===== src/hdl/alq_pkg.sv =====
// Shared types, constants and index helpers of the adaptive-limit message queue.
package alq_pkg;

   localparam int QUEUE_DEPTH = 32;
   localparam int IDX_W       = $clog2(QUEUE_DEPTH);
   localparam int CNT_W       = $clog2(QUEUE_DEPTH + 1);
   localparam int FIELD_W     = 6;
   localparam int HANDLE_W    = 32;
   localparam int CMD_DEPTH   = 2;
   localparam int CMD_PTR_W   = $clog2(CMD_DEPTH);
   localparam int CMD_CNT_W   = $clog2(CMD_DEPTH + 1);

   localparam logic [1:0] ACT_PUT_TAIL = 2'd0;
   localparam logic [1:0] ACT_PUT_HEAD = 2'd1;
   localparam logic [1:0] ACT_GET      = 2'd2;
   localparam logic [1:0] ACT_DRAIN    = 2'd3;

   localparam logic [1:0] ST_DONE  = 2'd0;
   localparam logic [1:0] ST_FULL  = 2'd1;
   localparam logic [1:0] ST_EMPTY = 2'd2;

   localparam logic [CNT_W-1:0] DEPTH_CNT   = CNT_W'(QUEUE_DEPTH);
   localparam logic [CNT_W-1:0] LIMIT_RESET = CNT_W'(1);

   typedef enum logic [1:0] {
      CMD_PUT_TAIL,
      CMD_PUT_HEAD,
      CMD_GET,
      CMD_DRAIN
   } cmd_kind_type;

   typedef struct packed {
      cmd_kind_type        kind;
      logic [HANDLE_W-1:0] handle;
   } cmd_type;

   typedef struct packed {
      logic [1:0]          status;
      logic [HANDLE_W-1:0] message_out;
      logic                last_item;
      logic [FIELD_W-1:0]  occupancy;
      logic [FIELD_W-1:0]  current_limit;
   } rsp_type;

   typedef enum logic {
      BK_IDLE,
      BK_POP
   } back_state_type;

   function automatic logic [IDX_W-1:0] idx_inc(input logic [IDX_W-1:0] idx);
      if (idx == IDX_W'(QUEUE_DEPTH - 1)) begin
         return '0;
      end
      return idx + IDX_W'(1);
   endfunction

   function automatic logic [IDX_W-1:0] idx_dec(input logic [IDX_W-1:0] idx);
      if (idx == '0) begin
         return IDX_W'(QUEUE_DEPTH - 1);
      end
      return idx - IDX_W'(1);
   endfunction

   function automatic logic [IDX_W-1:0] idx_add(input logic [IDX_W-1:0] idx,
                                               input logic [CNT_W-1:0] cnt);
      logic [IDX_W:0] sum;
      sum = {1'b0, idx} + (IDX_W + 1)'(cnt);
      if (sum >= (IDX_W + 1)'(QUEUE_DEPTH)) begin
         sum = sum - (IDX_W + 1)'(QUEUE_DEPTH);
      end
      return sum[IDX_W-1:0];
   endfunction

endpackage


===== src/hdl/alq_if.sv =====
// Channel interfaces of the adaptive-limit message queue.
interface alq_req_if;
   logic       valid;
   logic       ready;
   logic [1:0] action;
   logic [31:0] message_handle;

   modport source (output valid, output action, output message_handle, input ready);
   modport sink   (input valid, input action, input message_handle, output ready);
endinterface

interface alq_rsp_if;
   logic        valid;
   logic        ready;
   logic [1:0]  status;
   logic [31:0] message_out;
   logic        last_item;
   logic [5:0]  occupancy;
   logic [5:0]  current_limit;

   modport source (output valid, output status, output message_out, output last_item,
                   output occupancy, output current_limit, input ready);
   modport sink   (input valid, input status, input message_out, input last_item,
                   input occupancy, input current_limit, output ready);
endinterface

interface alq_csr_if;
   logic       valid;
   logic       ready;
   logic [5:0] limit_setting;

   modport source (output valid, output limit_setting, input ready);
   modport sink   (input valid, input limit_setting, output ready);
endinterface


===== src/hdl/alq_front.sv =====
// Front end: accepts requests, decodes the action and queues commands for the back end.
module alq_front (
   input  logic             clock,
   input  logic             reset,
   alq_req_if.sink          req_bus,
   output logic             cmd_valid,
   output alq_pkg::cmd_type cmd,
   input  logic             cmd_take
);
   import alq_pkg::*;

   cmd_type              fifo_ff [CMD_DEPTH];
   logic [CMD_PTR_W-1:0] wr_ptr_ff, wr_ptr_in;
   logic [CMD_PTR_W-1:0] rd_ptr_ff, rd_ptr_in;
   logic [CMD_CNT_W-1:0] fill_ff, fill_in;
   logic                 push;
   logic                 pop;
   cmd_type              decoded;

   function automatic logic [CMD_PTR_W-1:0] ptr_inc(input logic [CMD_PTR_W-1:0] ptr);
      if (ptr == CMD_PTR_W'(CMD_DEPTH - 1)) begin
         return '0;
      end
      return ptr + CMD_PTR_W'(1);
   endfunction

   always_comb begin
      case (req_bus.action)
         ACT_PUT_TAIL: decoded.kind = CMD_PUT_TAIL;
         ACT_PUT_HEAD: decoded.kind = CMD_PUT_HEAD;
         ACT_GET:      decoded.kind = CMD_GET;
         ACT_DRAIN:    decoded.kind = CMD_DRAIN;
         default:      decoded.kind = CMD_GET;
      endcase
      decoded.handle = req_bus.message_handle;
   end

   assign req_bus.ready = (fill_ff != CMD_CNT_W'(CMD_DEPTH));
   assign push          = req_bus.valid && req_bus.ready;
   assign cmd_valid     = (fill_ff != '0);
   assign pop           = cmd_valid && cmd_take;
   assign cmd           = fifo_ff[rd_ptr_ff];

   always_comb begin
      wr_ptr_in = push ? ptr_inc(wr_ptr_ff) : wr_ptr_ff;
      rd_ptr_in = pop ? ptr_inc(rd_ptr_ff) : rd_ptr_ff;
      fill_in   = fill_ff;
      if (push && !pop) begin
         fill_in = fill_ff + CMD_CNT_W'(1);
      end else if (pop && !push) begin
         fill_in = fill_ff - CMD_CNT_W'(1);
      end
   end

   always_ff @(posedge clock) begin
      if (reset) begin
         wr_ptr_ff <= '0;
         rd_ptr_ff <= '0;
         fill_ff   <= '0;
      end else begin
         wr_ptr_ff <= wr_ptr_in;
         rd_ptr_ff <= rd_ptr_in;
         fill_ff   <= fill_in;
      end
   end

   always_ff @(posedge clock) begin
      if (push) begin
         fifo_ff[wr_ptr_ff] <= decoded;
      end
   end

endmodule


===== src/hdl/alq_back.sv =====
// Back end: queue state, handle store, limit logic and the response register.
module alq_back (
   input  logic             clock,
   input  logic             reset,
   input  logic             cmd_valid,
   input  alq_pkg::cmd_type cmd,
   output logic             cmd_take,
   alq_csr_if.sink          csr_bus,
   alq_rsp_if.source        rsp_bus
);
   import alq_pkg::*;

   logic [HANDLE_W-1:0] mem [QUEUE_DEPTH];
   logic [HANDLE_W-1:0] rd_data_ff;

   back_state_type      state_ff, state_in;
   logic [IDX_W-1:0]    head_ff, head_in;
   logic [CNT_W-1:0]    count_ff, count_in;
   logic [CNT_W-1:0]    limit_ff, limit_in;
   logic                grow_ff, grow_in;
   logic                drain_ff, drain_in;
   logic                rsp_valid_ff, rsp_valid_in;
   rsp_type             rsp_ff, rsp_in;

   logic                out_free;
   logic                out_load;
   logic                mem_we;
   logic [IDX_W-1:0]    mem_waddr;
   logic                mem_re;
   logic [IDX_W-1:0]    mem_raddr;
   logic                full;

   assign out_free      = !rsp_valid_ff || rsp_bus.ready;
   assign csr_bus.ready = 1'b1;

   always_comb begin
      state_in  = state_ff;
      head_in   = head_ff;
      count_in  = count_ff;
      limit_in  = limit_ff;
      grow_in   = grow_ff;
      drain_in  = drain_ff;
      rsp_in    = rsp_ff;
      out_load  = 1'b0;
      cmd_take  = 1'b0;
      mem_we    = 1'b0;
      mem_waddr = idx_add(head_ff, count_ff);
      mem_re    = 1'b0;
      mem_raddr = head_ff;
      full      = 1'b0;

      case (state_ff)
         BK_IDLE: begin
            if (cmd_valid && out_free) begin
               cmd_take = 1'b1;
               out_load = 1'b1;
               rsp_in.message_out = '0;
               rsp_in.last_item   = 1'b1;
               case (cmd.kind)
                  CMD_PUT_TAIL, CMD_PUT_HEAD: begin
                     if (limit_ff != '0 && count_ff >= limit_ff && grow_ff
                         && limit_ff < DEPTH_CNT) begin
                        grow_in  = 1'b0;
                        limit_in = limit_ff + CNT_W'(1);
                     end
                     full = (count_ff >= DEPTH_CNT) ||
                            (limit_in != '0 && count_ff >= limit_in);
                     if (full) begin
                        rsp_in.status = ST_FULL;
                     end else begin
                        rsp_in.status = ST_DONE;
                        mem_we        = 1'b1;
                        count_in      = count_ff + CNT_W'(1);
                        if (cmd.kind == CMD_PUT_HEAD) begin
                           head_in   = idx_dec(head_ff);
                           mem_waddr = idx_dec(head_ff);
                        end
                     end
                  end
                  CMD_GET, CMD_DRAIN: begin
                     if (count_ff == '0) begin
                        rsp_in.status = ST_EMPTY;
                     end else begin
                        out_load = 1'b0;
                        mem_re   = 1'b1;
                        drain_in = (cmd.kind == CMD_DRAIN);
                        state_in = BK_POP;
                     end
                  end
                  default: begin
                     rsp_in.status = ST_EMPTY;
                  end
               endcase
               rsp_in.occupancy     = FIELD_W'(count_in);
               rsp_in.current_limit = FIELD_W'(limit_in);
            end
         end
         BK_POP: begin
            if (out_free) begin
               out_load = 1'b1;
               head_in  = idx_inc(head_ff);
               count_in = count_ff - CNT_W'(1);
               if (count_ff == CNT_W'(1)) begin
                  grow_in = 1'b1;
               end
               rsp_in.status        = ST_DONE;
               rsp_in.message_out   = rd_data_ff;
               rsp_in.last_item     = !drain_ff || (count_ff == CNT_W'(1));
               rsp_in.occupancy     = FIELD_W'(count_in);
               rsp_in.current_limit = FIELD_W'(limit_ff);
               if (drain_ff && count_ff != CNT_W'(1)) begin
                  mem_re    = 1'b1;
                  mem_raddr = idx_inc(head_ff);
               end else begin
                  state_in = BK_IDLE;
               end
            end
         end
         default: begin
            state_in = BK_IDLE;
         end
      endcase

      if (csr_bus.valid) begin
         if (int'(csr_bus.limit_setting) > QUEUE_DEPTH) begin
            limit_in = DEPTH_CNT;
         end else begin
            limit_in = CNT_W'(csr_bus.limit_setting);
         end
      end

      rsp_valid_in = out_load || (rsp_valid_ff && !rsp_bus.ready);
   end

   always_ff @(posedge clock) begin
      if (reset) begin
         state_ff     <= BK_IDLE;
         head_ff      <= '0;
         count_ff     <= '0;
         limit_ff     <= LIMIT_RESET;
         grow_ff      <= 1'b0;
         drain_ff     <= 1'b0;
         rsp_valid_ff <= 1'b0;
      end else begin
         state_ff     <= state_in;
         head_ff      <= head_in;
         count_ff     <= count_in;
         limit_ff     <= limit_in;
         grow_ff      <= grow_in;
         drain_ff     <= drain_in;
         rsp_valid_ff <= rsp_valid_in;
      end
   end

   always_ff @(posedge clock) begin
      if (out_load) begin
         rsp_ff <= rsp_in;
      end
   end

   always_ff @(posedge clock) begin
      if (mem_we) begin
         mem[mem_waddr] <= cmd.handle;
      end
      if (mem_re) begin
         rd_data_ff <= mem[mem_raddr];
      end
   end

   assign rsp_bus.valid         = rsp_valid_ff;
   assign rsp_bus.status        = rsp_ff.status;
   assign rsp_bus.message_out   = rsp_ff.message_out;
   assign rsp_bus.last_item     = rsp_ff.last_item;
   assign rsp_bus.occupancy     = rsp_ff.occupancy;
   assign rsp_bus.current_limit = rsp_ff.current_limit;

endmodule


===== src/hdl/adaptive_limit_message_queue.sv =====
// Top level of the adaptive-limit message queue.
//
//   Channel   Direction   Carries
//   req_bus   in          action, message_handle
//   rsp_bus   out         status, message_out, last_item, occupancy, current_limit
//   csr_bus   in          limit_setting
//
// A put, or a get or drain on an empty queue, is answered from the idle state; a get goes
// through the pop state too, as the handle store has a registered read port; a drain stays
// in the pop state until the queue is empty. The two-entry command queue sits in front.
// Reset is synchronous; the handle store is not cleared and needs no clearing pass.
// A stall on rsp_bus holds the response register and the back end, while the command
// queue goes on taking requests until it is full.
module adaptive_limit_message_queue (
   input logic       clock,
   input logic       reset,
   alq_req_if.sink   req_bus,
   alq_rsp_if.source rsp_bus,
   alq_csr_if.sink   csr_bus
);
   import alq_pkg::*;

   logic    cmd_valid;
   logic    cmd_take;
   cmd_type cmd;

   alq_front u_front (
      .clock     (clock),
      .reset     (reset),
      .req_bus   (req_bus),
      .cmd_valid (cmd_valid),
      .cmd       (cmd),
      .cmd_take  (cmd_take)
   );

   alq_back u_back (
      .clock     (clock),
      .reset     (reset),
      .cmd_valid (cmd_valid),
      .cmd       (cmd),
      .cmd_take  (cmd_take),
      .csr_bus   (csr_bus),
      .rsp_bus   (rsp_bus)
   );

endmodule


===== src/flat_wrapper.sv =====
// flat-port wrapper written by rule: the top's interface ports become plain ports
module adaptive_limit_message_queue_flat import alq_pkg::*;
  (clock, reset, req_bus_valid, req_bus_action, req_bus_message_handle, req_bus_ready, rsp_bus_valid, rsp_bus_status, rsp_bus_message_out, rsp_bus_last_item, rsp_bus_occupancy, rsp_bus_current_limit, rsp_bus_ready, csr_bus_valid, csr_bus_limit_setting, csr_bus_ready);
  alq_req_if req_bus_i ();
  alq_rsp_if rsp_bus_i ();
  alq_csr_if csr_bus_i ();
  input logic clock;
  input logic reset;
  input wire logic [$bits(req_bus_i.valid)-1:0] req_bus_valid;
  input wire logic [$bits(req_bus_i.action)-1:0] req_bus_action;
  input wire logic [$bits(req_bus_i.message_handle)-1:0] req_bus_message_handle;
  output wire logic [$bits(req_bus_i.ready)-1:0] req_bus_ready;
  output wire logic [$bits(rsp_bus_i.valid)-1:0] rsp_bus_valid;
  output wire logic [$bits(rsp_bus_i.status)-1:0] rsp_bus_status;
  output wire logic [$bits(rsp_bus_i.message_out)-1:0] rsp_bus_message_out;
  output wire logic [$bits(rsp_bus_i.last_item)-1:0] rsp_bus_last_item;
  output wire logic [$bits(rsp_bus_i.occupancy)-1:0] rsp_bus_occupancy;
  output wire logic [$bits(rsp_bus_i.current_limit)-1:0] rsp_bus_current_limit;
  input wire logic [$bits(rsp_bus_i.ready)-1:0] rsp_bus_ready;
  input wire logic [$bits(csr_bus_i.valid)-1:0] csr_bus_valid;
  input wire logic [$bits(csr_bus_i.limit_setting)-1:0] csr_bus_limit_setting;
  output wire logic [$bits(csr_bus_i.ready)-1:0] csr_bus_ready;
  assign req_bus_i.valid = req_bus_valid;
  assign req_bus_i.action = req_bus_action;
  assign req_bus_i.message_handle = req_bus_message_handle;
  assign req_bus_ready = req_bus_i.ready;
  assign rsp_bus_valid = rsp_bus_i.valid;
  assign rsp_bus_status = rsp_bus_i.status;
  assign rsp_bus_message_out = rsp_bus_i.message_out;
  assign rsp_bus_last_item = rsp_bus_i.last_item;
  assign rsp_bus_occupancy = rsp_bus_i.occupancy;
  assign rsp_bus_current_limit = rsp_bus_i.current_limit;
  assign rsp_bus_i.ready = rsp_bus_ready;
  assign csr_bus_i.valid = csr_bus_valid;
  assign csr_bus_i.limit_setting = csr_bus_limit_setting;
  assign csr_bus_ready = csr_bus_i.ready;
  adaptive_limit_message_queue u_core (.clock(clock), .reset(reset), .req_bus(req_bus_i), .rsp_bus(rsp_bus_i), .csr_bus(csr_bus_i));
endmodule

===== config.mk =====
export PLATFORM = sky130hd
export DESIGN_NAME = adaptive_limit_message_queue_flat
export DESIGN_NICKNAME = d
export VERILOG_FILES = /design/src/hdl/alq_pkg.sv /design/src/hdl/alq_if.sv /design/src/hdl/alq_front.sv /design/src/hdl/alq_back.sv /design/src/hdl/adaptive_limit_message_queue.sv /design/src/flat_wrapper.sv
export SDC_FILE = /design/constraint.sdc
export NUM_CORES = 1
export LEC_CHECK = 0
export ABC_CLOCK_PERIOD_IN_PS = 9400
export BUFFER_PORTS_ARGS = -buffer_cell sky130_fd_sc_hd__clkbuf_2
export CORE_UTILIZATION = 30
export DETAILED_ROUTE_END_ITERATION = 12
export SLEW_MARGIN = 25
export SYNTH_ARGS = -nofsm -noshare
export SYNTH_HDL_FRONTEND = slang
export SYNTH_SLANG_ARGS = --single-unit

===== constraint.sdc =====
create_clock -name clock -period 9.4 [get_ports clock]
set_input_delay 0 -clock clock [delete_from_list [all_inputs] [get_ports clock]]
set_output_delay 0 -clock clock [all_outputs]
set_load 0.005 [all_outputs]

==> PnR_summary.wiki <==
{| class="wikitable"
! Metric !! Value
|-
| Via count || 29,236
|-
| Global-route wire length before repair || 186,000 um
|-
| Die footprint || 0.159 mm2
|-
| Number of library cell types mapped by synthesis || 62
|-
| Post-synthesis average cell area || 13.5 um2
|-
| # rows || 145
|-
| Placed insts || 5,506
|-
| Post-layout utilization of the core || 0.352
|-
| Minimum clock period || 6.40 ns
|-
| Slew Limit Headroom || 0.270
|-
| Setup total negative slack || 0 ns
|-
| Total nets after synthesis || 3,581
|-
| Max Clock Skew || 0.0528 ns
|-
| End point of the most critical hold path || u_core.u_front.fifo_ff[0][33]
|-
| Die Ht || 399 um
|-
| Area of the placeable core || 0.156 mm2
|-
| Post-Route Hold Slack || 0.0498 ns
|-
| 1st-iter DRT viols || 3,502
|-
| Maximum number of pins on one net before global-route repair || 188
|-
| Detailed placer's ending HPWL || 67,000 um
|-
| Source of the worst hold timing path || req_bus_action[1]
|-
| Data required time at the worst endpoint || 9.76 ns
|-
| Root buffer cell || clkbuf_16
|-
| Horiz. Die Dim || 399 um
|-
| Maximum achievable frequency || 156 MHz
|-
| Number of instances in the synthesized netlist || 3,509
|-
| Depth of the worst hold-timing path || 2
|-
| Leakage || 17.8 nW
|-
| Critical path start-end classification || reg2reg
|-
| Number of standard cells in the layout, taps in and fillers out || 5,802
|-
| Transition at the pin with the smallest max-transition slack || 1.09 ns
|-
| PwrDens || 274 mW/mm2
|-
| CP Data Arrival Time || 6.75 ns
|-
| Vias in the first global route || 28,082
|-
| Async S/R FF share, synth || 0
|-
| Outcome || finished, final reports clean
|-
| Depth of the most critical reg-to-reg path || 16
|-
| Residual antenna-violating net count after detailed routing || 0
|-
| Fraction of the cycle the final worst path needs || 0.681
|-
| Routability congestion estimate || 0.816
|-
| Final antenna diode count || 0
|-
| Vias per std cell || 5.04
|-
| Hold/Removal Path Class || in2reg
|-
| Cell area after synthesis || 0.0473 mm2
|-
| Share of the yosys chip area belonging to registers || 0.755
|-
| Top flip-flop cell by instance count after synthesis || edfxtp_1
|-
| Launching point of the worst reg2reg path || u_core.u_back.count_ff[0]
|-
| Drt first pass iters || 8
|-
| Input/output buffers || 93
|-
| CTS hold repair buffers || 87
|-
| Number of remaining DRC errors || 0
|-
| Worst supply voltage drop on vdd || 243 uV
|-
| Setup slack, reg-to-reg || 3.00 ns
|-
| Ports placed on the boundary || 95
|-
| Number of flops mapped to enable cells by yosys || 1,171
|-
| CTS resizes || 0
|-
| Overall routing resource usage || 0.156
|-
| Post-CTS setup repair buffer count || 0
|-
| Worst reg2reg endpoint || u_core.u_back.mem[17][1]
|-
| Endpoints failing hold || 0
|-
| Number of nets at the end of the flow || 3,724
|-
| CP startpoint kind || flip-flop
|-
| Fraction of layout instances using a drive strength above 1 || 0.109
|-
| Final-report max-slew violation count || 0
|-
| WL per Instance || 21.6 um
|-
| Wire length after detailed routing || 125,000 um
|-
| Initial antenna violation count || 2
|-
| Element type at the critical path end || flip-flop
|-
| Relative area change from synthesis to final layout || 16.5%
|-
| TritonCTS clock tree || done
|-
| Number of max-capacitance violations reported || 0
|-
| Total global routing overflow || 0
|-
| CTS Sinks || 1,197
|-
| Number of warning messages in the yosys log || 0
|-
| Maximum clock path buffer count || 3
|-
| Later-pin clock latency in the skew report || 0.75 ns
|-
| Flip-flop and latch count after synthesis || 1,197
|-
| Unrepaired setup endpoints after global routing || false
|-
| Critical-path maximum fanout || 20
|-
| Total of endpoints with negative setup slack in the final report || 0
|-
| # H-tree levels || 3
|-
| Effective utilization at floorplan || 0.303
|-
| CTS buffer count || 115
|-
| Clock edge transition at the registers on the reported setup and hold paths || 0.06 ns
|}
[synthesized netlist by cell type, drive strengths merged (3+ instances only)]
cell type	instances	area, um2
nand2	870	3270
a21o	6	45.0
buf	39	176
o31ai	4	30.0
o21a	3	22.5
nor4	4	25.0
nand2b	7	43.8
a32oi	33	289
ha	26	325
inv	20	75.1
xor2	10	87.6
nor2	185	694
a21oi	23	115
clkbuf	181	679
or4	10	97.6
or3	8	50.1
nor2b	7	43.8
dfxtp	26	521
edfxtp	1171	35200
nor3	10	50.1
xnor2	20	175
and2	38	240
a211oi	37	283
mux2i	42	420
and3	4	25.0
nand4	163	1020
nand3	301	1510
mux2	36	405
o21ai	88	440
a31oi	103	644
[where the power goes]
part / internal [mW] / switching [mW]
Sequential: 6.70 / 0.128
Combinational: 0.913 / 2.88
Clock: 2.46 / 2.00
[worst max-delay path, cell delays in order, from the launching register on]
cell,delay (ns)
dfxtp_1,0.48
inv_1,0.20
ha_1,0.32
or3b_1,0.37
o2111ai_1,0.20
a21oi_1,0.32
xnor2_1,0.22
ha_1,0.29
nand2b_1,0.14
a21o_1,0.18
a211o_1,0.29
o2111ai_1,0.10
nand3b_1,0.17
nand2_1,0.29
nand3_2,0.75
a211oi_4,1.16
buf_4,0.53
[per-layer routing]
layer | wire, um | track usage | vias up
met5 | 0 | 0 | -
met4 | 3230 | 0.0417 | 0
met3 | 8600 | 0.0237 | 198
met2 | 55600 | 0.235 | 1124
met1 | 58000 | 0.232 | 14680
li1 | - | - | 13234
[state kept, by name, indices dropped and copies added (netlist names), named ones only]
name / flops
u_core.u_front.fill_ff: 2
u_core.u_front.wr_ptr_ff: 1
u_core.u_back.mem: 1024
u_core.u_front.fifo_ff: 68
u_core.u_front.rd_ptr_ff: 1
u_core.u_back.rsp_bus.message_out: 32
u_core.u_back.drain_ff: 1
u_core.u_back.count_ff: 6
u_core.u_back.grow_ff: 1
u_core.u_back.rsp_bus.status: 2
u_core.u_back.head_ff: 5
u_core.u_back.rsp_bus.valid: 1
u_core.u_back.rsp_bus.current_limit: 6
u_core.u_back.rsp_bus.last_item: 1
u_core.u_back.rd_data_ff: 32
u_core.u_back.limit_ff: 6
u_core.u_back.rsp_bus.occupancy: 6
u_core.u_back.state_ff: 1
[logic make-up (layout without fill, tap and decap cells)]
kind of cell               after synthesis  in the layout  share of synthesized area
DFF                                   1197           1197                      0.755
xor gates and xnor gates                30             30                    0.00556
buffers and inverters                  241            476                     0.0198
muxes                                   78             78                     0.0175
and+or+nand+nor                       1617           1617                      0.151
other                                    1              1                  0.0000794
adders and majority gates               27             27                    0.00731
AOI/OAI and AO/OA                      318            318                     0.0435
[stage by stage]
step                      setup WS [ns]  power, mW  area [um2]
final                              3.00       15.1       55100
after global routing               2.63       15.7       55100
after global placement             3.00       10.7       50500
after detailed placement           3.15       10.7       50600
after floorplan                    2.86       9.06       47300
after CTS                          3.13       15.2       55100
[worst max-delay path by stage]
stage | from | to | slack, ns
final | u_core.u_back.count_ff[0] | u_core.u_back.mem[17][1] | 3.00
after global routing | u_core.u_back.count_ff[0] | u_core.u_back.mem[17][1] | 2.63
after global placement | u_core.u_back.count_ff[0] | u_core.u_back.mem[14][6] | 3.00
after floorplan | u_core.u_back.count_ff[0] | u_core.u_back.mem[10][0] | 2.86
after CTS | u_core.u_back.count_ff[0] | u_core.u_back.mem[17][1] | 3.13
after detailed placement | u_core.u_back.count_ff[0] | u_core.u_back.mem[17][0] | 3.15
[layout make-up]
class / count / area (um2)
Clock buffer: 144 / 3010
Clock inverter: 65 / 579
Fill cell: 14855 / 101000
Inverter: 21 / 78.8
Multi-Input combinational cell: 2071 / 11200
Sequential cell: 1197 / 35700
Tap cell: 2058 / 2570
Timing Repair Buffer: 246 / 1970
[placed cells by master (no fill, tap or decap), types with 8 or more instances in the layout]
cell type      netlist  layout
ha_1                26      26
xor2_1              10      10
clkinv_2             0      15
edfxtp_1          1171    1171
dlygate4sd3_1        0      87
a211oi_4             0      32
mux2_2              36      36
mux2i_1             42      42
clkbuf_2             0      93
a32oi_1             33      33
buf_4                1      53
a31oi_1            103     102
and2_1              37      36
a21oi_1             23      22
clkinv_1             1      31
inv_1               20      20
nor3_1              10      10
or3_1                8       8
o21ai_0             88      79
xnor2_1             20      20
dfxtp_1             26      24
nand3_1            301     300
nand4_1            163     163
clkbuf_1           181      28
clkbuf_16            0     116
nand2_1            870     869
buf_12               0      10
nor2_1             185     183
No activity file was read; power rests on OpenSTA's default activity.
